`src/rtl/mbet_pkg.sv`:
```
// Shared types, widths, register indexes and fixed-point helpers for the Mandelbrot pixel block.
package mbet_pkg;

  // Q4.FRAC_BITS fixed point: sign, four integer bits, fraction
  localparam int FRAC_BITS  = 27;
  localparam int QW         = FRAC_BITS + 5;
  localparam int STEP_W     = FRAC_BITS + 1;
  localparam int PROD_W     = 2 * QW - FRAC_BITS;
  localparam int SAT_W      = STEP_W + 20;
  localparam int CNT_W      = 8;
  localparam int COLOUR_W   = 32;
  localparam int CFG_IDX_W  = 3;
  localparam int CFG_DATA_W = 32;

  // Configuration register indexes
  localparam logic [CFG_IDX_W-1:0] CFG_ORIGIN_X    = CFG_IDX_W'(0);
  localparam logic [CFG_IDX_W-1:0] CFG_ORIGIN_Y    = CFG_IDX_W'(1);
  localparam logic [CFG_IDX_W-1:0] CFG_PIXEL_STEP  = CFG_IDX_W'(2);
  localparam logic [CFG_IDX_W-1:0] CFG_MAX_ITER    = CFG_IDX_W'(3);
  localparam logic [CFG_IDX_W-1:0] CFG_BASE_COLOUR = CFG_IDX_W'(4);

  // Register reset values
  localparam logic [STEP_W-1:0]   STEP_RESET = STEP_W'(671089);
  localparam logic [CNT_W-1:0]    ITER_RESET = CNT_W'(100);
  localparam logic [COLOUR_W-1:0] COLOUR_INC = COLOUR_W'(15);

  typedef logic signed [QW-1:0] q_t;
  typedef logic signed [PROD_W-1:0] prod_t;

  localparam q_t Q_MAX = {1'b0, {(QW-1){1'b1}}};
  localparam q_t Q_MIN = {1'b1, {(QW-1){1'b0}}};

  // Escape bound: |z|^2 may not exceed 4.0
  localparam logic signed [PROD_W:0] ESC_LIMIT = (PROD_W+1)'(64'd4 << FRAC_BITS);

  // Settings the iteration engine reads
  typedef struct packed {
    logic [CNT_W-1:0]    max_iter;
    logic [COLOUR_W-1:0] base_colour;
  } bk_cfg_t;

  // Iteration engine status
  typedef struct packed {
    logic             busy;
    logic [CNT_W-1:0] count;
  } bk_stat_t;

  // Clamp a wide signed value onto the Q4 range
  function automatic q_t sat_q(input logic signed [SAT_W-1:0] v);
    logic [SAT_W-QW:0] hi;
    hi = v[SAT_W-1:QW-1];
    if ((&hi) || !(|hi)) begin
      return $signed(v[QW-1:0]);
    end else if (v[SAT_W-1]) begin
      return Q_MIN;
    end else begin
      return Q_MAX;
    end
  endfunction

endpackage

```
`src/rtl/mbet_if.sv`:
```
// Handshake interfaces for pixel input, result output and configuration writes.
interface mbet_pix_if #(parameter int PIXEL_BITS = 12);
  logic                  valid;
  logic                  ready;
  logic [PIXEL_BITS-1:0] pixel_col;
  logic [PIXEL_BITS-1:0] pixel_row;
  modport source (output valid, pixel_col, pixel_row, input ready);
  modport sink   (input valid, pixel_col, pixel_row, output ready);
endinterface


```
`src/rtl/mbet_front.sv`:
```
// Front end: accepts pixel positions and maps them onto the complex plane.
module mbet_front import mbet_pkg::*; #(
  parameter int PIXEL_BITS = 12
) (
  input  logic                          clk,
  input  logic                          rst_n,
  mbet_pix_if.sink                      in_pix,
  input  logic [PIXEL_BITS-1:0]         origin_x,
  input  logic [PIXEL_BITS-1:0]         origin_y,
  input  logic [STEP_W-1:0]             pixel_step,
  input  logic                          q_full,
  output logic                          q_push,
  output logic [2*PIXEL_BITS+2*QW-1:0]  q_wdata
);

  localparam int MUL_W = PIXEL_BITS + STEP_W + 2;

  logic                          valid_r;
  logic [PIXEL_BITS-1:0]         col_r;
  logic [PIXEL_BITS-1:0]         row_r;
  logic                          accept;
  logic signed [PIXEL_BITS:0]    dx;
  logic signed [PIXEL_BITS:0]    dy;
  logic signed [MUL_W-1:0]       px;
  logic signed [MUL_W-1:0]       py;
  q_t                            cr;
  q_t                            ci;

  // Take a new transaction when the holding stage is empty or draining
  assign in_pix.ready = !valid_r || !q_full;
  assign accept       = in_pix.valid && in_pix.ready;
  assign q_push       = valid_r && !q_full;

  // Scale pixel offsets by the step and clamp onto the Q4 range
  always_comb begin
    dx = $signed({1'b0, col_r}) - $signed({1'b0, origin_x});
    dy = $signed({1'b0, row_r}) - $signed({1'b0, origin_y});
    px = dx * $signed({1'b0, pixel_step});
    py = dy * $signed({1'b0, pixel_step});
    cr = sat_q(SAT_W'(px));
    ci = sat_q(SAT_W'(py));
  end

  assign q_wdata = {col_r, row_r, cr, ci};

  // Hold the accepted position until the queue takes it
  always_ff @(posedge clk) begin
    if (!rst_n) begin
      valid_r <= 1'b0;
    end else begin
      if (accept) begin
        valid_r <= 1'b1;
        col_r   <= in_pix.pixel_col;
        row_r   <= in_pix.pixel_row;
      end else if (q_push) begin
        valid_r <= 1'b0;
      end
    end
  end

endmodule

```
`src/flat_wrapper.sv`:
```
// flat-port wrapper written by rule: the top's interface ports become plain ports
module mbet_front_flat import mbet_pkg::*;
#(
  parameter int PIXEL_BITS = 12
)
  (clk, rst_n, origin_x, origin_y, pixel_step, q_full, q_push, q_wdata, in_pix_valid, in_pix_pixel_col, in_pix_pixel_row, in_pix_ready);
  mbet_pix_if #(.PIXEL_BITS(PIXEL_BITS)) in_pix_i ();
  input  logic clk;
  input  logic rst_n;
  input  logic [PIXEL_BITS-1:0] origin_x;
  input  logic [PIXEL_BITS-1:0] origin_y;
  input  logic [STEP_W-1:0] pixel_step;
  input  logic q_full;
  output logic q_push;
  output logic [2*PIXEL_BITS+2*QW-1:0] q_wdata;
  input wire logic [$bits(in_pix_i.valid)-1:0] in_pix_valid;
  input wire logic [$bits(in_pix_i.pixel_col)-1:0] in_pix_pixel_col;
  input wire logic [$bits(in_pix_i.pixel_row)-1:0] in_pix_pixel_row;
  output wire logic [$bits(in_pix_i.ready)-1:0] in_pix_ready;
  assign in_pix_i.valid = in_pix_valid;
  assign in_pix_i.pixel_col = in_pix_pixel_col;
  assign in_pix_i.pixel_row = in_pix_pixel_row;
  assign in_pix_ready = in_pix_i.ready;
  mbet_front #(.PIXEL_BITS(PIXEL_BITS)) u_core (.clk(clk), .rst_n(rst_n), .in_pix(in_pix_i), .origin_x(origin_x), .origin_y(origin_y), .pixel_step(pixel_step), .q_full(q_full), .q_push(q_push), .q_wdata(q_wdata));
endmodule
```
`config.mk`:
```
export PLATFORM = sky130hd
export DESIGN_NAME = mbet_front_flat
export DESIGN_NICKNAME = d
export VERILOG_FILES = /design/src/rtl/mbet_pkg.sv /design/src/rtl/mbet_if.sv /design/src/rtl/mbet_front.sv /design/src/flat_wrapper.sv
export SDC_FILE = /design/constraint.sdc
export NUM_CORES = 2
export LEC_CHECK = 0
export BUFFER_PORTS_ARGS = -buffer_cell sky130_fd_sc_hd__buf_2
export CORE_ASPECT_RATIO = 1.2
export CORE_MARGIN = 1
export CORE_UTILIZATION = 40
export CTS_BUF_LIST = sky130_fd_sc_hd__clkbuf_16
export CTS_CLUSTER_DIAMETER = 80
export DETAILED_ROUTE_END_ITERATION = 6
export PLACE_DENSITY = 0.66
export SYNTH_ARGS = -nofsm -noshare
export SYNTH_HDL_FRONTEND = slang
export SYNTH_SLANG_ARGS = --single-unit
```
`constraint.sdc`:
```
create_clock -name clk -period 27.7 [get_ports clk]
set_input_delay 5.54 -clock clk [delete_from_list [all_inputs] [get_ports clk]]
set_output_delay 5.54 -clock clk [all_outputs]
set_load 0.01 [all_outputs]
```
After elaboration in Yosys (flattened, before gate mapping)
Index checks and enable logic that the tools add are counted.
{"block": "word_totals", "regBits": 25, "inputBits": 80, "out_inout_bits": 90}
{"block": "classes", "addsub": 2, "n_reduce_logical": 15, "mul": 2, "n_mux": 6}
{"cell": "two-way mux 32 bit", "count": 4}
{"cell": "multiplier 13 x 29 -> 42 bit", "count": 2}
{"cell": "subtractor 12 x 12 -> 13 bit", "count": 2}
{"cell": "AND reduction 11 bit", "count": 2}
{"cell": "OR reduction 11 bit", "count": 2}
{"cell": "logical NOT 1 bit", "count": 4}
{"cell": "logical OR 1 bit", "count": 3}
{"cell": "logical AND 1 bit", "count": 2}
{"cell": "two-way mux 1 bit", "count": 2}
{"cell": "AND reduction 2 bit", "count": 1}
{"cell": "nonzero test 2 bit", "count": 1}

Depth between registers and ports, before layout
{"block": "logic_depth", "ltp_word": 6, "ltp_mapped": 37, "mapped_depth_nobuf": 35}

Least setup slack after synthesis
Ideal clock, no wire load.
{"block": "synth_timing", "path_type": "input -> output", "startpoint": "in origin_y[2]", "endpoint": "out q_wdata[11]", "stages": 34, "arrival_ns": 13.772, "required_time_ns": 22.160, "slack_ns": 8.388, "cell_sequence": "inv_1 -> ha_1 -> nor2b_1 -> o21ai_0 -> a21boi_1 -> o21ai_0 -> a21boi_1 -> o21ai_0 -> a21boi_0 -> or4_1 -> nand3_1 -> clkbuf_1 -> nand2_1 -> fa_1 -> fa_1 -> inv_1 -> fa_1 -> fa_1 -> fa_1 -> inv_1 -> fa_1 -> inv_1 -> ha_1 -> and2_1 -> nor2b_1 -> a211oi_1 -> o221ai_1 -> a31oi_1 -> o21ai_1 -> xor2_1 -> or4_1 -> o31ai_1 -> clkbuf_1 -> o21ai_1"}
{"block": "synth_via", "elab_chain_cells": 6, "word_cells_on_any_way": 8}
{"element": "start, declared", "line_no": "flat_wrapper.sv:11", "rtl": "input logic [PIXEL_BITS-1:0] origin_y;"}
{"element": "subtractor 12 x 12 -> 13 bit (*)", "line_no": "mbet_front.sv:37", "rtl": "dy = $signed({1'b0, row_r}) - $signed({1'b0, origin_y});"}
{"element": "multiplier 13 x 29 -> 42 bit (*)", "line_no": "mbet_front.sv:39", "rtl": "py = dy * $signed({1'b0, pixel_step});"}
{"element": "OR reduction 11 bit", "line_no": "mbet_pkg.sv:52", "rtl": "if ((&hi) || !(|hi)) begin"}
{"element": "logical NOT 1 bit", "line_no": "mbet_pkg.sv:52"}
{"element": "logical OR 1 bit", "line_no": "mbet_pkg.sv:52"}
{"element": "two-way mux 32 bit (*)", "line_no": "mbet_pkg.sv:52"}
{"element": "end, declared", "line_no": "flat_wrapper.sv:15", "rtl": "output logic [2*PIXEL_BITS+2*QW-1:0] q_wdata;"}
Mark *: on every way between the ends. The rest lies on a longest branch, timed or not.

Worst setup path after layout
{"block": "layout_timing", "startpoint": "in origin_y[0]", "endpoint": "out q_wdata[11]"}
The elaborated chain is that of the path after synthesis.

==> metrics.md <==
| Metric | Value |
|---|---|
| Register bit total from synthesis | `25` |
| Syn avg cell area | `8.747 um2` |
| Hold path startpoint | `u_core.valid_r` |
| Most frequent cells in the layout | `fa_1, nand2_1, inv_1, ha_1, buf_2` |
| Cells on worst reg2reg path | `2` |
| Commonest non-fill, non-tap cell in the layout | `fa_1` |
| CTS resizes | `0` |
| Outcome | `complete, no violations` |
| Postcts setup bufs | `0` |
| Clock root buffer | `clkbuf_16` |
| Die width | `~240 um` |
| Synth area leaders | `fa_1, ha_1, nand2_1` |
| Crit end category | `output port` |
| Top_reg_cell synth | `edfxtp_1` |
| Die height | `around 280 um` |
| Clk Latency, worst-skew pair | `0.27 ns` |
| CP max stage delay | `0.86 ns` |
| Post-Syn Instances | `3031` |
| Worst Hold Class | `flop to flop` |
| Vias in the first global route | `21480` |
| Multiplexer share of the synthesized area | `2.275%` |
| Antenna Cells | `0` |
| Sum of negative setup slack | `0 ns` |
| Global-route wire length before repair | `108400 um` |
| DIE AREA | `roughly 67000 um2` |
| Critical Path Fanout Max | `30` |
| I/O pin cnt | `170` |
| Rows | `around 100` |
| Gpl congestion | `0.8679` |
| GR Overflow Total | `0` |
| Worst setup startpoint | `origin_y[0]` |
| Worst slack at placement | `7.109 ns` |
| Pin count of the biggest net entering global routing | `58` |
| Worst Max-Slew Pin Slew | `1.085 ns` |
| Worst Path Arrival | `15.07 ns` |
| Max Cap Viol | `0` |
| Initial antenna violation count | `1` |
| Synth Area in Adders | `56.46%` |
| Post-synth cell types | `just over 70` |
| Vias post-DR | `20260` |
| Synth Area in XOR/XNOR | `2.610%` |
| IO buf count | `169` |
| Post-route setup slack | `7.094 ns` |
| Share of cells above drive strength 1 | `9.843%` |
| Global Route Usage Sum | `just under 20%` |
| Post-synth design cell area | `26510 um2` |
| Startpoint Class | `input port` |
| Fmax | `48.53 MHz` |
| Layout area overhead | `6.234%` |
| WS Path Type | `input port to output port` |
| Worst EP required | `~22 ns` |
| Final core utilization | `42.85%` |
| Synth Area in Simple Gates | `18.14%` |
| Final nets | `3991` |
| Clock Tree Buf Depth | `2` |
| Hold Buf Count CTS | `0` |
| RSZ-0062 raised after global routing | `no` |
| Complex-gate fraction of the synthesized area | `8.094%` |
| Sequential share of the synthesized area | `2.794%` |
| TritonCTS Buffers | `3` |
| Post-Route WL | `between 60000 and 70000 um` |
| Async SR Flop Fraction | `0%` |
| Initial Utilization | `roughly 40%` |
| WL/cell | `roughly 16 um` |
| Critical R2R Capture | `u_core.row_r[0]` |
| Number of synthesized flops with an enable pin | `24` |
| CTS tree | `built` |
| First-pass iteration count of the detailed router | `6` |
| Largest family of logic cells by synthesized area | `adder cells` |
| Detailed-route DRC error count | `0` |
| Syn Nets | `a little under 4000` |
| Register-to-register setup slack | `26.03 ns` |
| Minimum clock period | `roughly 21 ns` |
| Final hold vios | `0` |
| Detailed router's first-iteration violation count | `1044` |
| Placed wire-length estimate | `51250 um` |
| Worst Hold Path EP | `u_core.valid_r` |
| Cell repeated most along the worst path | `fa_1` |
| Core Box Area | `65730 um2` |
| CP max-delay cell | `a41oi_2` |
| Final Max Slew Viols | `0` |
| Clk sinks | `25` |
| Vias per cell | `about 5.2` |
| Final setup vio count | `0` |
| Post-route ant nets | `0` |
| FF-to-FF Start | `u_core.valid_r` |
| Fin crit share | `74.39%` |
| Area leader, netlist | `fa_1` |
| Syn. warnings | `0` |
| H-Tree Level Count | `1` |
| Top cell type's share of synthesized area | `between 40% and 50%` |
| Reg clk slew, reported paths | `0.07 ns` |
| Hold depth | `2` |
| Relative slew slack | `roughly 28%` |
| Clock Skew | `0.001127 ns` |
sequential cells by signal, indices dropped and copies added, names as in the netlist:
signal / flops
u_core.col_r: 12
u_core.row_r: 12
u_core.valid_r: 1
per-layer routing:
layer	up-vias	part of all wire [%]	track usage [%]	wire length, um
met5	-	0	0	0
met4	0	1.9	4.172	1220
met3	84	3.0	0.9241	1906
met2	434	52	36.62	33510
met1	10340	43	25.08	27330
li1	9402	-	-	-
cells in the mapped netlist, types with 10 or more instances:
library cell	n
o21ai_0	42
nor2b_1	77
o211ai_1	10
ha_1	278
nor2_1	93
nor3_1	18
fa_1	574
and2_1	103
a21o_1	24
xnor2_1	47
clkbuf_1	164
or2_2	19
inv_1	495
mux2_2	17
a21oi_1	84
a31oi_1	11
o21ai_1	33
nand2_1	533
nand3_1	19
mux2i_1	40
a21oi_2	31
edfxtp_1	24
nand2b_1	118
nand4_1	13
xor2_1	32
critical path, delay by kind of cell:
family / cells / cell delay (ns)
compound gates: 14 / 3.79
fa+ha+maj: 9 / 3.84
buf+inv: 6 / 0.79
mux: 1 / 0.25
simple gates: 5 / 0.81
worst max-delay path by stage:
stage / to / slack (ns) / cells after the start
5_1_grt: q_wdata[15] / 6.35 / 35
2_1_floorplan: q_wdata[11] / 8.39 / 34
6_report: q_wdata[11] / 7.09 / 35
3_5_place_dp: q_wdata[11] / 7.11 / 35
4_1_cts: q_wdata[11] / 7.07 / 35
3_3_place_gp: q_wdata[21] / 7.32 / 35
cell type report:
cell class / count / area [um2]
Clock buffer: 3 / 75.07
Timing Repair Buffer: 201 / 1086
Fill cell: 6575 / 37560
Sequential cell: 25 / 740.7
Clock inverter: 1 / 8.758
Tap cell: 840 / 1051
Inverter: 495 / 1858
Multi-Input combinational cell: 2333 / 23340
through the flow:
stage               hold slack [ns]  instances  area, um2
finish                       0.5413       3898      28160
global route                 0.5882       3898      28160
CTS                          0.5373       3898      28160
detailed placement           0.5253       3894      28080
global placement             0.5145       3894      28080
floorplan                    0.4865       3031      26510
cell families after synthesis:
family,count (synthesis)
and+or+nand+nor,1022
adders and majority gates,852
buffers and inverters,673
AOI/OAI and AO/OA,322
xor gates and xnor gates,79
muxes,58
DFF,25
Power is not shown: default switching activity piles up to over one toggle a cycle in this logic, so the estimate is an artifact.
