$ cat src/rtl/mbet_queue.sv
// Short first-in first-out queue between the front end and the iteration engine.
module mbet_queue #(
  parameter int W     = 88,
  parameter int DEPTH = 2
) (
  input  logic         clk,
  input  logic         rst_n,
  input  logic         push,
  input  logic [W-1:0] wdata,
  input  logic         pop,
  output logic [W-1:0] rdata,
  output logic         full,
  output logic         empty
);

  localparam int PTR_W = (DEPTH > 1) ? $clog2(DEPTH) : 1;

  logic [W-1:0]     entry_r [DEPTH];
  logic [PTR_W-1:0] wr_ptr_r;
  logic [PTR_W-1:0] rd_ptr_r;
  logic [PTR_W:0]   count_r;

  assign full  = (count_r == (PTR_W+1)'(DEPTH));
  assign empty = (count_r == '0);
  assign rdata = entry_r[rd_ptr_r];

  // Advance pointers and occupancy
  always_ff @(posedge clk) begin
    if (!rst_n) begin
      wr_ptr_r <= '0;
      rd_ptr_r <= '0;
      count_r  <= '0;
    end else begin
      if (push) begin
        entry_r[wr_ptr_r] <= wdata;
        wr_ptr_r <= (wr_ptr_r == PTR_W'(DEPTH - 1)) ? '0 : wr_ptr_r + PTR_W'(1);
      end
      if (pop) begin
        rd_ptr_r <= (rd_ptr_r == PTR_W'(DEPTH - 1)) ? '0 : rd_ptr_r + PTR_W'(1);
      end
      if (push && !pop) begin
        count_r <= count_r + (PTR_W+1)'(1);
      end else if (pop && !push) begin
        count_r <= count_r - (PTR_W+1)'(1);
      end
    end
  end

endmodule

$ cat config.mk
export PLATFORM = sky130hd
export DESIGN_NAME = mbet_queue
export DESIGN_NICKNAME = d
export VERILOG_FILES = /design/src/rtl/mbet_queue.sv
export SDC_FILE = /design/constraint.sdc
export NUM_CORES = 1
export LEC_CHECK = 0
export BUFFER_PORTS_ARGS = -buffer_cell sky130_fd_sc_hd__buf_2
export CORE_MARGIN = 1.5
export CORE_UTILIZATION = 45
export CTS_BUF_LIST = sky130_fd_sc_hd__clkbuf_16
export DETAILED_ROUTE_END_ITERATION = 8
export GPL_ROUTABILITY_DRIVEN = 0
export PLACE_DENSITY = 0.7
export SLEW_MARGIN = 0
export SYNTH_ARGS = -nofsm -noshare
export SYNTH_HDL_FRONTEND = slang
export SYNTH_SLANG_ARGS = --single-unit
$ cat constraint.sdc
create_clock -name clk -period 6.51 [get_ports clk]
set_clock_uncertainty 0.15 [all_clocks]
set_input_delay 1.6275 -clock clk [delete_from_list [all_inputs] [get_ports clk]]
set_output_delay 1.6275 -clock clk [all_outputs]
set_load 0.03 [all_outputs]
[Word level (Yosys, flattened, before mapping)]
Memory sizes are Yosys's and may differ from the RTL's. A register that Yosys moved wholly into a read port is not among the register bits.
Index checks and enable logic that the tools add are counted.
Storage, ports and cells
  register bits after elaboration: 4
  bits in read-only memories: 0
  logic and storage cells: 24
  memories: 1
  bits in latches: 0
  output and inout bits: 90
  input port bits: 92
  RAM bits: 176
Memory list
  entry_r: depth 2, bits a word 88, read ports 1, clocked after memory_dff 1, wr ports 1, line 18  | logic [W-1:0] entry_r [DEPTH];
Cells by class
  reductions and logical operators: 6
  $add $sub $neg: 4
  mux-type cells: 9
  divide/modulo/power cells: 0
  shift-type cells: 0
  eq/ne operators: 1
  bitwise gates (word level): 0
  $mul: 0
  order comparisons: 0
Operator list (count)
  1-bit two-way mux: 7
  2-bit two-way mux: 2
  1-bit adder (second input constant): 2
  2-bit by 1-bit adder with 2-bit output (second input constant): 1
  2-bit equality test (second input constant): 1
  1-bit logical AND: 2
  1-bit logical NOT: 2
  2-bit logical NOT: 1
  2-bit nonzero test: 1
  2-bit by 1-bit subtractor with 2-bit output (second input constant): 1

[Logic depth before layout (Yosys ltp)]
Gate-level depths: netlist of run 1.
  depth in word-level cells: 4
  mapped depth: 5
  gate-level depth less buffers: 5

[Worst setup path after synthesis of run 1]
Ideal clock, no wire load.
  kind: input-to-reg
  start point: input port rst_n
  end point: memory entry_r[0][0], enable pin
  required time: 5822 ps
  slack: 441 ps
  cell stages on the path: 2
  data arrival time: 5381 ps
  path buffers: 0
  library setup time: 538 ps
  cells stage by stage: nand2_1 nor2_1
Between the ends
  cells in the longest elaborated chain, start to end: 2
Ends and longest elaborated chain
  start, declared: line 7  | input logic rst_n,
  1-bit two-way mux: line 29  | if (!rst_n) begin
  1-bit two-way mux (implied by the code): line 35  | entry_r[wr_ptr_r] <= wdata;
  end, declared: line 18
Every way passes these cells.

==> results of run 1 <==
## Yosys cell counts
cell type / count / area [um^2]
edfxtp_1: 176 / 5290
mux2_2: 68 / 766
mux2_4: 20 / 300
buf_2: 6 / 30.0
dfxtp_1: 5 / 100
and2_1: 4 / 25.0
buf_6: 4 / 45.0
xor2_1: 3 / 26.3
nor2_1: 2 / 7.51
a21boi_1: 1 / 7.51
and3_1: 1 / 6.26
ha_1: 1 / 12.5
inv_1: 1 / 3.75
nand2_1: 1 / 3.75
nor2b_1: 1 / 6.26
o21ai_0: 1 / 5.00
or3_1: 1 / 6.26
xnor2_1: 1 / 8.76
## state kept, by name, indices dropped and copies added, names as in the netlist, named ones only
name,count
rd_ptr_r,1
count_r,2
entry_r,176
wr_ptr_r,1
## cell usage in the layout (no fill, tap or decap)
cell,n
a21boi_1,1
and2_1,4
and3_4,1
buf_2,181
buf_4,4
bufinv_16,2
clkbuf_16,17
clkinv_1,1
clkinv_2,3
clkinv_4,3
clkinvlp_4,4
dfxtp_1,4
dfxtp_4,1
diode_2,2
edfxtp_1,176
ha_1,1
inv_1,3
mux2_2,68
mux2_4,20
nand2_1,1
nor2_1,1
nor2_4,1
nor2b_1,1
o21ai_0,1
or3_1,1
xnor2_1,1
xor2_1,3
## through the flow
step / std cells / cell area (um^2) / utilization / hold slack [ns] / setup WS, ns
2_1_floorplan: 297 / 6650 / - / 0.316 / 0.441
3_3_place_gp: 656 / 7750 / 0.535 / 0.329 / 2.67
3_5_place_dp: 656 / 7750 / 0.535 / 0.371 / 2.67
4_1_cts: 688 / 8320 / 0.575 / 0.381 / 2.20
5_1_grt: 689 / 8320 / 0.575 / 0.414 / 2.10
6_report: 690 / 8330 / 0.575 / 0.371 / 2.27
## where the power goes
part	leakage, nW	internal, mW	total (mW)	switching (mW)
combinational	1.20	0.119	0.307	0.188
sequential	1.66	1.33	1.35	0.0231
clock	0.275	0.559	0.966	0.407
total	3.13	2.01	2.63	0.618
## layout make-up
cell class	count	area (um^2)
fillers	1123	6150
repair buffers	185	936
well taps	184	230
multi-input cells	105	1190
flip-flops and latches	181	5390
diodes	2	5.00
inverters	1	3.75
clock inverters	15	143
clock buffers	17	425
## kinds of logic (layout without fill, tap and decap cells)
logic type / after synthesis / in the layout
flip-flops: 181 / 181
multiplexers: 88 / 88
buffers and inverters: 11 / 218
AND/OR/NAND/NOR: 10 / 10
XOR/XNOR: 4 / 4
AO/OA/AOI/OAI: 2 / 2
adder cells (fa/ha/maj): 1 / 1
other: 0 / 2
## worst min-delay path by stage
stage                    start    endpoint  slack [ns]  depth (start not counted)
floorplan           count_r[1]  count_r[1]        0.32                          2
global placement    count_r[1]  count_r[1]        0.33                          2
detailed placement  count_r[1]  count_r[1]        0.37                          2
CTS                 count_r[1]  count_r[1]        0.38                          2
global route        count_r[1]  count_r[1]        0.41                          2
finish              count_r[1]  count_r[1]        0.37                          2
## worst register-to-register path, delay by kind of cell (launching register included)
family                 cells  cell delay (ns)
buffers and inverters      1             0.66
flip-flops                 1             0.43
AND/OR/NAND/NOR            1             0.61
## layer usage
metal | routed length [um] | vias to the layer above | global-route usage
met4 | 240 | 0 | 0.0744
met1 | 4560 | 1600 | 0.181
met5 | 0 | - | 0
li1 | - | 1562 | -
met3 | 928 | 17 | 0.0717
met2 | 5770 | 125 | 0.250
==> flow_metrics.env, run 1 <==
export IMPL_cap_viol_max_count=0
export IMPL_reg2reg_from="wr_ptr_r"
export IMPL_drc=0
export IMPL_grt_pass1_vias=3578
export IMPL_reg2reg_slack_ns=4.25
export IMPL_fin_crit_sh=0.652
export IMPL_endpoint="rdata[28]"
export IMPL_synth_area_mux_share=0.160
export IMPL_hold_violations=0
export IMPL_p_total_mw=2.63
export IMPL_critPathLaunchType="flop"
export IMPL_syn_num_nets=390
export IMPL_row_count=44
export IMPL_syn_inst=297
export IMPL_drt_pre_antenna_iters=4
export IMPL_crit_fanout=46
export IMPL_tns_ns=0
export IMPL_p_leak_nw=3.13
export IMPL_worstPathRequired_ns=4.73
export IMPL_numCtsBuffers=17
export IMPL_synth_seq_cells=181
export IMPL_max_stage_delay_ns=0.74
export IMPL_synth_cell_types=18
export IMPL_fmax_mhz=236
export IMPL_grt_antenna_before_repair=2
export IMPL_crit_slowest_cell="dfxtp_4"
export IMPL_port_buffers=181
export IMPL_crit_cells=3
export IMPL_num_vias=3304
export IMPL_ant_nets=0
export IMPL_grt_max_degree=49
export IMPL_worst_ep_arrival_time_ns=2.47
export IMPL_syn_area_um2=6650
export IMPL_maxSlewViolCount=0
export IMPL_synthAdderAreaFrac=0.00188
export IMPL_grt_usage=0.157
export IMPL_die_w_um=125
export IMPL_die_h_um=125
export IMPL_cp_num_buf_inv=2
export IMPL_vias_per_cell=4.79
export IMPL_routedWlPerCell_um=16.7
export IMPL_drive_gt1_frac=0.605
export IMPL_areaGrowthSynthToFinish_pct=25.3
export IMPL_tightest_slew_ns=0.670
export IMPL_cts_hold_buf=0
export IMPL_cts_tree="built"
export IMPL_overflow=0
export IMPL_critical_path_top_delay_family="buffers and inverters"
export IMPL_hpwl_mm=7.64
export IMPL_synth_top_family_by_area="multiplexers"
export IMPL_synth_xor_xnor_area_share=0.00527
export IMPL_fp_dieArea_um2=15500
export IMPL_rsz0062_at_grt="false"
export IMPL_core_area_um2=14500
export IMPL_max_slew_margin_rel=0.553
export IMPL_irDropWorstVdd_v=0.000203
export IMPL_status="finished clean"
export IMPL_synth_seq_area_share=0.810
export IMPL_yosysWarnings=0
export IMPL_postCtsSetupRepairBufs=0
export IMPL_htree_levels=4
export IMPL_start_util=0.459
export IMPL_finalSetupViolCount=0
export IMPL_synth_simple_area_share=0.00828
export IMPL_min_period_ns=4.24
export IMPL_power_density_nw_per_um2=316
export IMPL_end_kind="output pin"
export IMPL_crit_path_cell_trace="buf_4 > mux2_2 > buf_2"
export IMPL_first_iter_violations=215
export IMPL_reg2reg_to="entry_r[1][1]"
export IMPL_syn_area_per_cell_um2=22.4
export IMPL_hp_class="reg -> reg"
export IMPL_root_buffer="clkbuf_16"
export IMPL_cts_resized=0
export IMPL_rr_worst_depth=2
export IMPL_clk_pin_slew_ns=0.06
export IMPL_cts_buffer_depth=2
export IMPL_grt_pass1_wl_mm=18.2
export IMPL_insertion_delay_ns=0.42
export IMPL_nNetsFinal=584
export IMPL_synth_compound_area_frac=0.00188
export IMPL_wl_mm=11.5
export IMPL_criticalPathCategory="reg -> out"
export IMPL_cts_sink_count=181
export IMPL_io_pins=182
Note: power is estimated with default switching activity, not from simulation.
==> run 2, diff against run 1 <==
--- a/config.mk
+++ b/config.mk
@@ -5,6 +5,7 @@
 export SDC_FILE = /design/constraint.sdc
 export NUM_CORES = 1
 export LEC_CHECK = 0
+export ABC_AREA = 1
 export BUFFER_PORTS_ARGS = -buffer_cell sky130_fd_sc_hd__buf_2
 export CORE_MARGIN = 1.5
 export CORE_UTILIZATION = 45
==> constraint.sdc (replaced) <==
create_clock -name clk -period 4 [get_ports clk]
set_clock_uncertainty 0.15 [all_clocks]
set_input_delay 1 -clock clk [delete_from_list [all_inputs] [get_ports clk]]
set_output_delay 1 -clock clk [all_outputs]
set_load 0.03 [all_outputs]
==> run 2 against run 1 <==
  * Setup slack worse by 1.3 ns
  * Final area up 0.84%
  * Non-clock buffer count up 2
  * Combinational power up 66%
  * Total power up 63%
  * Global-route usage about the same
  * Area after synthesis up 0.19%
  * Via count up 3.5%
  * Die area up 0.19%
  * Clock-buffer cell count unchanged
  * Core utilization up 0.48 points
  * Critical path type unchanged
  * Critical endpoint is now rdata[81]
  * Largest power group unchanged
==> flow_metrics.env, run 2 <==
export IMPL_status="finished clean"
export IMPL_synth_area_leaders="edfxtp_1 (79%), mux2_2 (12%), mux2_4 (4.5%)"
export IMPL_whs_ns=0.332
export IMPL_start_util=0.460
export IMPL_tightest_slew_ns=0.738
export IMPL_max_slew_margin_rel=0.507
export IMPL_reg2reg_to="entry_r[0][58]"
export IMPL_grt_pass1_vias=3590
export IMPL_cap_viol_max_count=0
export IMPL_reg2reg_from="wr_ptr_r"
export IMPL_hold_violations=0
export IMPL_holdPathEnd="wr_ptr_r"
export IMPL_criticalPathCategory="reg -> out"
export IMPL_areaGrowthSynthToFinish_pct=26.1
export IMPL_multiInputGateArea_um2=1180
export IMPL_finalSetupViolCount=0
export IMPL_tns_ns=0
export IMPL_syn_num_nets=401
export IMPL_synth_area_leader_cell="edfxtp_1"
export IMPL_overflow=0
export IMPL_worstPathRequired_ns=2.85
export IMPL_hp_class="reg -> reg"
export IMPL_yosysWarnings=0
export IMPL_worstHoldStart="wr_ptr_r"
export IMPL_cts_resized=0
export IMPL_row_count=44
export IMPL_largest_reg_flops=176
export IMPL_rr_worst_depth=4
export IMPL_routedWlPerCell_um=17.1
export IMPL_core_area_um2=14500
export IMPL_die_w_um=125
export IMPL_top_regs="entry_r x176, count_r x2"
export IMPL_drive_gt1_frac=0.587
export IMPL_first_iter_violations=143
export IMPL_seqCellArea_um2=5390
export IMPL_postCtsSetupRepairBufs=0
export IMPL_clk_pin_slew_ns=0.06
export IMPL_fill_cells=1100
export IMPL_vias_per_cell=4.89
export IMPL_yosys_top_cells_count="edfxtp_1 (176), mux2_2 (68), mux2_4 (20)"
export IMPL_synth_seq_cells=181
export IMPL_utilization=0.580
export IMPL_rsz0062_at_grt="false"
export IMPL_synth_top_area_frac=0.794
export IMPL_numCtsBuffers=17
export IMPL_crit_fanout=88
export IMPL_cts_sink_count=181
export IMPL_port_buffers=181
export IMPL_place_area_um2=7820
export IMPL_insertion_delay_ns=0.41
export IMPL_ant_nets=0
export IMPL_end_kind="output pin"
export IMPL_nNetsFinal=597
export IMPL_root_buffer="clkbuf_16"
export IMPL_worst_ep_arrival_time_ns=1.86
export IMPL_maxSlewViolCount=0
export IMPL_cts_hold_buf=0
export IMPL_cts_tree="built"
export IMPL_regMostFlops="entry_r"
export IMPL_io_pins=182
export IMPL_fp_dieArea_um2=15500
export IMPL_fmax_mhz=332
export IMPL_htree_levels=4
export IMPL_drc=0
export IMPL_grt_pass1_wl_mm=18.4
export IMPL_grt_max_degree=89
export IMPL_drt_pre_antenna_iters=4
export IMPL_yosysMostFrequentCell="edfxtp_1"
export IMPL_synth_flop_cell="edfxtp_1"
export IMPL_syn_area_per_cell_um2=21.6
export IMPL_wl_mm=12.0
export IMPL_num_vias=3420
export IMPL_whs_path_depth=2
export IMPL_layout_commonest_cell="buf_2"
export IMPL_syn_area_um2=6660
export IMPL_cts_buffer_depth=2
export IMPL_min_period_ns=3.01
export IMPL_critPathLaunchType="flop"
export IMPL_reg2reg_slack_ns=2.06
export IMPL_p_total_mw=4.29
export IMPL_design_area_um2=8400
export IMPL_grt_antenna_before_repair=2
export IMPL_synth_seq_area_share=0.809
export IMPL_syn_inst=308
export IMPL_synth_edf_count=176
export IMPL_power_density_nw_per_um2=511
export IMPL_die_h_um=125
export IMPL_hpwl_mm=7.90
export IMPL_synth_cell_types=16
export IMPL_irDropWorstVdd_v=0.000317
export IMPL_final_cell_mix="buf_2 (181), edfxtp_1 (176), mux2_2 (68)"
export IMPL_grt_usage=0.157
export IMPL_async_reset_ff_frac=0
export IMPL_fin_crit_sh=0.752
export IMPL_p_leak_nw=3.19
export IMPL_antenna_cells=0
## run 2: cell types whose count changed after synthesis, sizes merged, moves of 2 or more
cell / before / now
and2: 4 / 0
a21oi: 0 / 2
inv: 1 / 9
nand2: 1 / 6
nor2: 2 / 6
xor2: 3 / 0
## run 2: area by class of cell
| type | instances | share of cell area |
|---|---|---|
| clock buffers | 17 | 0.0507 |
| clock inverters | 14 | 0.0174 |
| inverters | 9 | 0.00402 |
| multi-input cells | 108 | 0.141 |
| flip-flops and latches | 181 | 0.642 |
| well taps | 184 | 0.0274 |
| repair buffers | 187 | 0.118 |
## run 2: cell families after synthesis
| logic type | synth area share |
|---|---|
| AND/OR/NAND/NOR | 0.00921 |
| flip-flops | 0.809 |
| adder cells (fa/ha/maj) | 0.00188 |
| buffers and inverters | 0.0163 |
| AO/OA/AOI/OAI | 0.00225 |
| XOR/XNOR | 0.00132 |
| multiplexers | 0.160 |
## run 2: power by group
part / switching (mW) / internal (mW)
Sequential: 0.0162 / 2.15
Combinational: 0.317 / 0.191
Clock: 0.643 / 0.964
## run 2: critical path, stage by stage, from the launching register on
cell and delay [ns]:
dfxtp_4 0.35, buf_12 0.40, mux2_2 0.43, buf_2 0.18
## run 2: worst max-delay path by stage
stage                                 to  slack (ns)  depth (start not counted)
after floorplan            entry_r[0][0]        0.01                          2
after global placement    entry_r[0][67]        1.35                          4
after detailed placement  entry_r[0][66]        1.31                          4
after CTS                      rdata[81]        0.98                          3
after global routing           rdata[81]        0.94                          3
final                          rdata[81]        0.99                          3
## run 2: metal layers
layer / global-route usage / wire length, um / vias to the layer above
li1: - / - / 1599
met1: 0.183 / 4720 / 1679
met2: 0.261 / 6130 / 119
met3: 0.0627 / 923 / 19
met4: 0.0615 / 163 / 4
met5: 0 / 27 / -
## run 2: through the flow
step	cells	setup WS (ns)
detailed placement	669	1.31
floorplan	308	0.0124
global placement	669	1.35
CTS	700	0.978
global route	700	0.942
finish	700	0.990
==> run 3, diff against run 2 <==
--- a/config.mk
+++ b/config.mk
@@ -5,14 +5,14 @@
 export SDC_FILE = /design/constraint.sdc
 export NUM_CORES = 1
 export LEC_CHECK = 0
-export ABC_AREA = 1
+export ABC_AREA = 0
 export BUFFER_PORTS_ARGS = -buffer_cell sky130_fd_sc_hd__buf_2
 export CORE_MARGIN = 1.5
 export CORE_UTILIZATION = 45
 export CTS_BUF_LIST = sky130_fd_sc_hd__clkbuf_16
 export DETAILED_ROUTE_END_ITERATION = 8
 export GPL_ROUTABILITY_DRIVEN = 0
-export PLACE_DENSITY = 0.7
+export PLACE_DENSITY = 0.73
 export SLEW_MARGIN = 0
 export SYNTH_ARGS = -nofsm -noshare
 export SYNTH_HDL_FRONTEND = slang
==> constraint.sdc (replaced) <==
create_clock -name clk -period 2.5 [get_ports clk]
set_clock_uncertainty 0.15 [all_clocks]
set_input_delay 0.625 -clock clk [delete_from_list [all_inputs] [get_ports clk]]
set_output_delay 0.625 -clock clk [all_outputs]
set_load 0.03 [all_outputs]
==> run 3 against run 2 <==
  * Sequential share of layout area shrank 0.20 points
  * First-iteration DRC count is 9.1% higher
  * Cell count is 1.6% lower
  * Clock power grew 52%
  * Via count fell by 2.0%
  * Global-route usage down 0.70 points
  * Die area is 0.18% lower
  * Worst hold slack got worse by 0.082 ns
==> flow_metrics.env, run 3 (synthesis results as in run 1) <==
export IMPL_max_slew_margin_rel=0.759
export IMPL_fin_crit_sh=0.954
export IMPL_nNetsFinal=587
export IMPL_criticalPathCategory="reg -> out"
export IMPL_vias_per_cell=4.87
export IMPL_reg2reg_slack_ns=1.01
export IMPL_grt_pass1_wl_mm=17.6
export IMPL_row_count=44
export IMPL_worstPathRequired_ns=1.73
export IMPL_fp_dieArea_um2=15500
export IMPL_routedWlPerCell_um=16.7
export IMPL_design_area_um2=8420
export IMPL_reg2reg_from="wr_ptr_r"
export IMPL_drt_pre_antenna_iters=4
export IMPL_grt_usage=0.150
export IMPL_antenna_cells=0
export IMPL_grt_antenna_before_repair=0
export IMPL_die_w_um=125
export IMPL_stdcell_count=689
export IMPL_layout_setup_ws_ns=0.116
export IMPL_cts_buffer_depth=2
export IMPL_num_vias=3353
export IMPL_irDropWorstVdd_v=0.000492
export IMPL_dp_cells=658
export IMPL_htree_levels=4
export IMPL_clk_pin_slew_ns=0.06
export IMPL_utilization=0.582
export IMPL_worst_ep_arrival_time_ns=1.61
export IMPL_rr_worst_depth=2
export IMPL_start_util=0.459
export IMPL_finalSetupViolCount=0
export IMPL_layout_commonest_cell="buf_2"
export IMPL_cts_sink_count=181
export IMPL_rsz0062_at_grt="false"
export IMPL_tns_ns=0
export IMPL_hp_class="in -> reg"
export IMPL_fill_cells=1136
export IMPL_maxSlewViolCount=0
export IMPL_top_regs="entry_r x176, count_r x2"
export IMPL_hpwl_mm=7.40
export IMPL_fmax_mhz=419
export IMPL_endpoint="rdata[12]"
export IMPL_port_buffers=181
export IMPL_power_density_nw_per_um2=810
export IMPL_wl_mm=11.5
export IMPL_root_buffer="clkbuf_16"
export IMPL_insertion_delay_ns=0.40
export IMPL_ant_nets=0
export IMPL_cap_viol_max_count=0
export IMPL_place_ws_ns=0.454
export IMPL_grt_pass1_vias=3540
export IMPL_whs_ns=0.250
export IMPL_first_iter_violations=156
export IMPL_numCtsBuffers=17
export IMPL_min_period_ns=2.38
export IMPL_overflow=0
export IMPL_final_cell_mix="buf_2 (181), edfxtp_1 (176), mux2_2 (68)"
export IMPL_io_pins=182
export IMPL_drc=0
export IMPL_postCtsSetupRepairBufs=0
export IMPL_hold_violations=0
export IMPL_p_total_mw=6.82
export IMPL_core_area_um2=14500
export IMPL_drive_gt1_frac=0.604
export IMPL_largest_reg_flops=176
export IMPL_areaGrowthSynthToFinish_pct=26.7
export IMPL_regMostFlops="entry_r"
export IMPL_place_area_um2=7850
export IMPL_critPathLaunchType="flop"
export IMPL_reg2reg_to="entry_r[1][65]"
export IMPL_status="finished clean"
export IMPL_p_leak_nw=3.17
export IMPL_cts_tree="built"
export IMPL_end_kind="output pin"
export IMPL_grt_max_degree=65
export IMPL_die_h_um=125
export IMPL_tightest_slew_ns=0.362
export IMPL_crit_fanout=30
[run 3: changes by cell type in the layout (fill, tap and decap cells not counted), moves of 2 or more]
cell and delta:
xor2_1 +3, nor2_1 -4, nand2_1 -6, a21oi_1 -2, and2_1 +4, inv_1 -10
buf_4 -2
[run 3: layout make-up]
cell class | instances | area (um^2) | share of cell area
flip-flops and latches | 181 | 5390 | 0.640
multi-input cells | 105 | 1210 | 0.144
repair buffers | 188 | 1050 | 0.124
clock buffers | 17 | 425 | 0.0505
well taps | 184 | 230 | 0.0273
clock inverters | 13 | 118 | 0.0140
inverters | 1 | 3.75 | 0.000446
[run 3: how the worst min path moves through the flow]
stage | slack [ns] | depth (start not counted) | start | endpoint
2_1_floorplan | 0.32 | 2 | count_r[1] | count_r[1]
3_3_place_gp | 0.33 | 2 | count_r[1] | count_r[1]
3_5_place_dp | 0.35 | 2 | count_r[1] | count_r[1]
4_1_cts | 0.23 | 1 | wdata[2] | entry_r[1][2]
5_1_grt | 0.22 | 1 | wdata[3] | entry_r[1][3]
6_report | 0.25 | 1 | wdata[38] | entry_r[1][38]
[run 3: routing by layer]
metal / part of all wire / global-route usage / wire [um] / vias to the layer above
li1: - / - / - / 1566
met1: 0.42 / 0.175 / 4770 / 1647
met2: 0.51 / 0.246 / 5820 / 128
met3: 0.067 / 0.0670 / 772 / 12
met4: 0.012 / 0.0534 / 133 / 0
met5: 0 / 0 / 0 / -
[run 3: worst max-delay path: stages (launching register included)]
cell       delay [ns]
dfxtp_4          0.40
clkbuf_16        0.25
mux2_2           0.36
buf_2            0.18
[run 3: repair_timing]
action | in CTS | in global routing
gates resized for setup | 0 | 1
hold buffers | 0 | 0
endpoints found under the setup margin | 0 | 59
[run 3: where the power goes]
| group | switching [mW] | total [mW] | internal, mW | leakage (nW) |
|---|---|---|---|---|
| sequential | 0.0357 | 3.50 | 3.46 | 1.66 |
| clock | 1.02 | 2.45 | 1.44 | 0.270 |
| combinational | 0.526 | 0.864 | 0.338 | 1.24 |
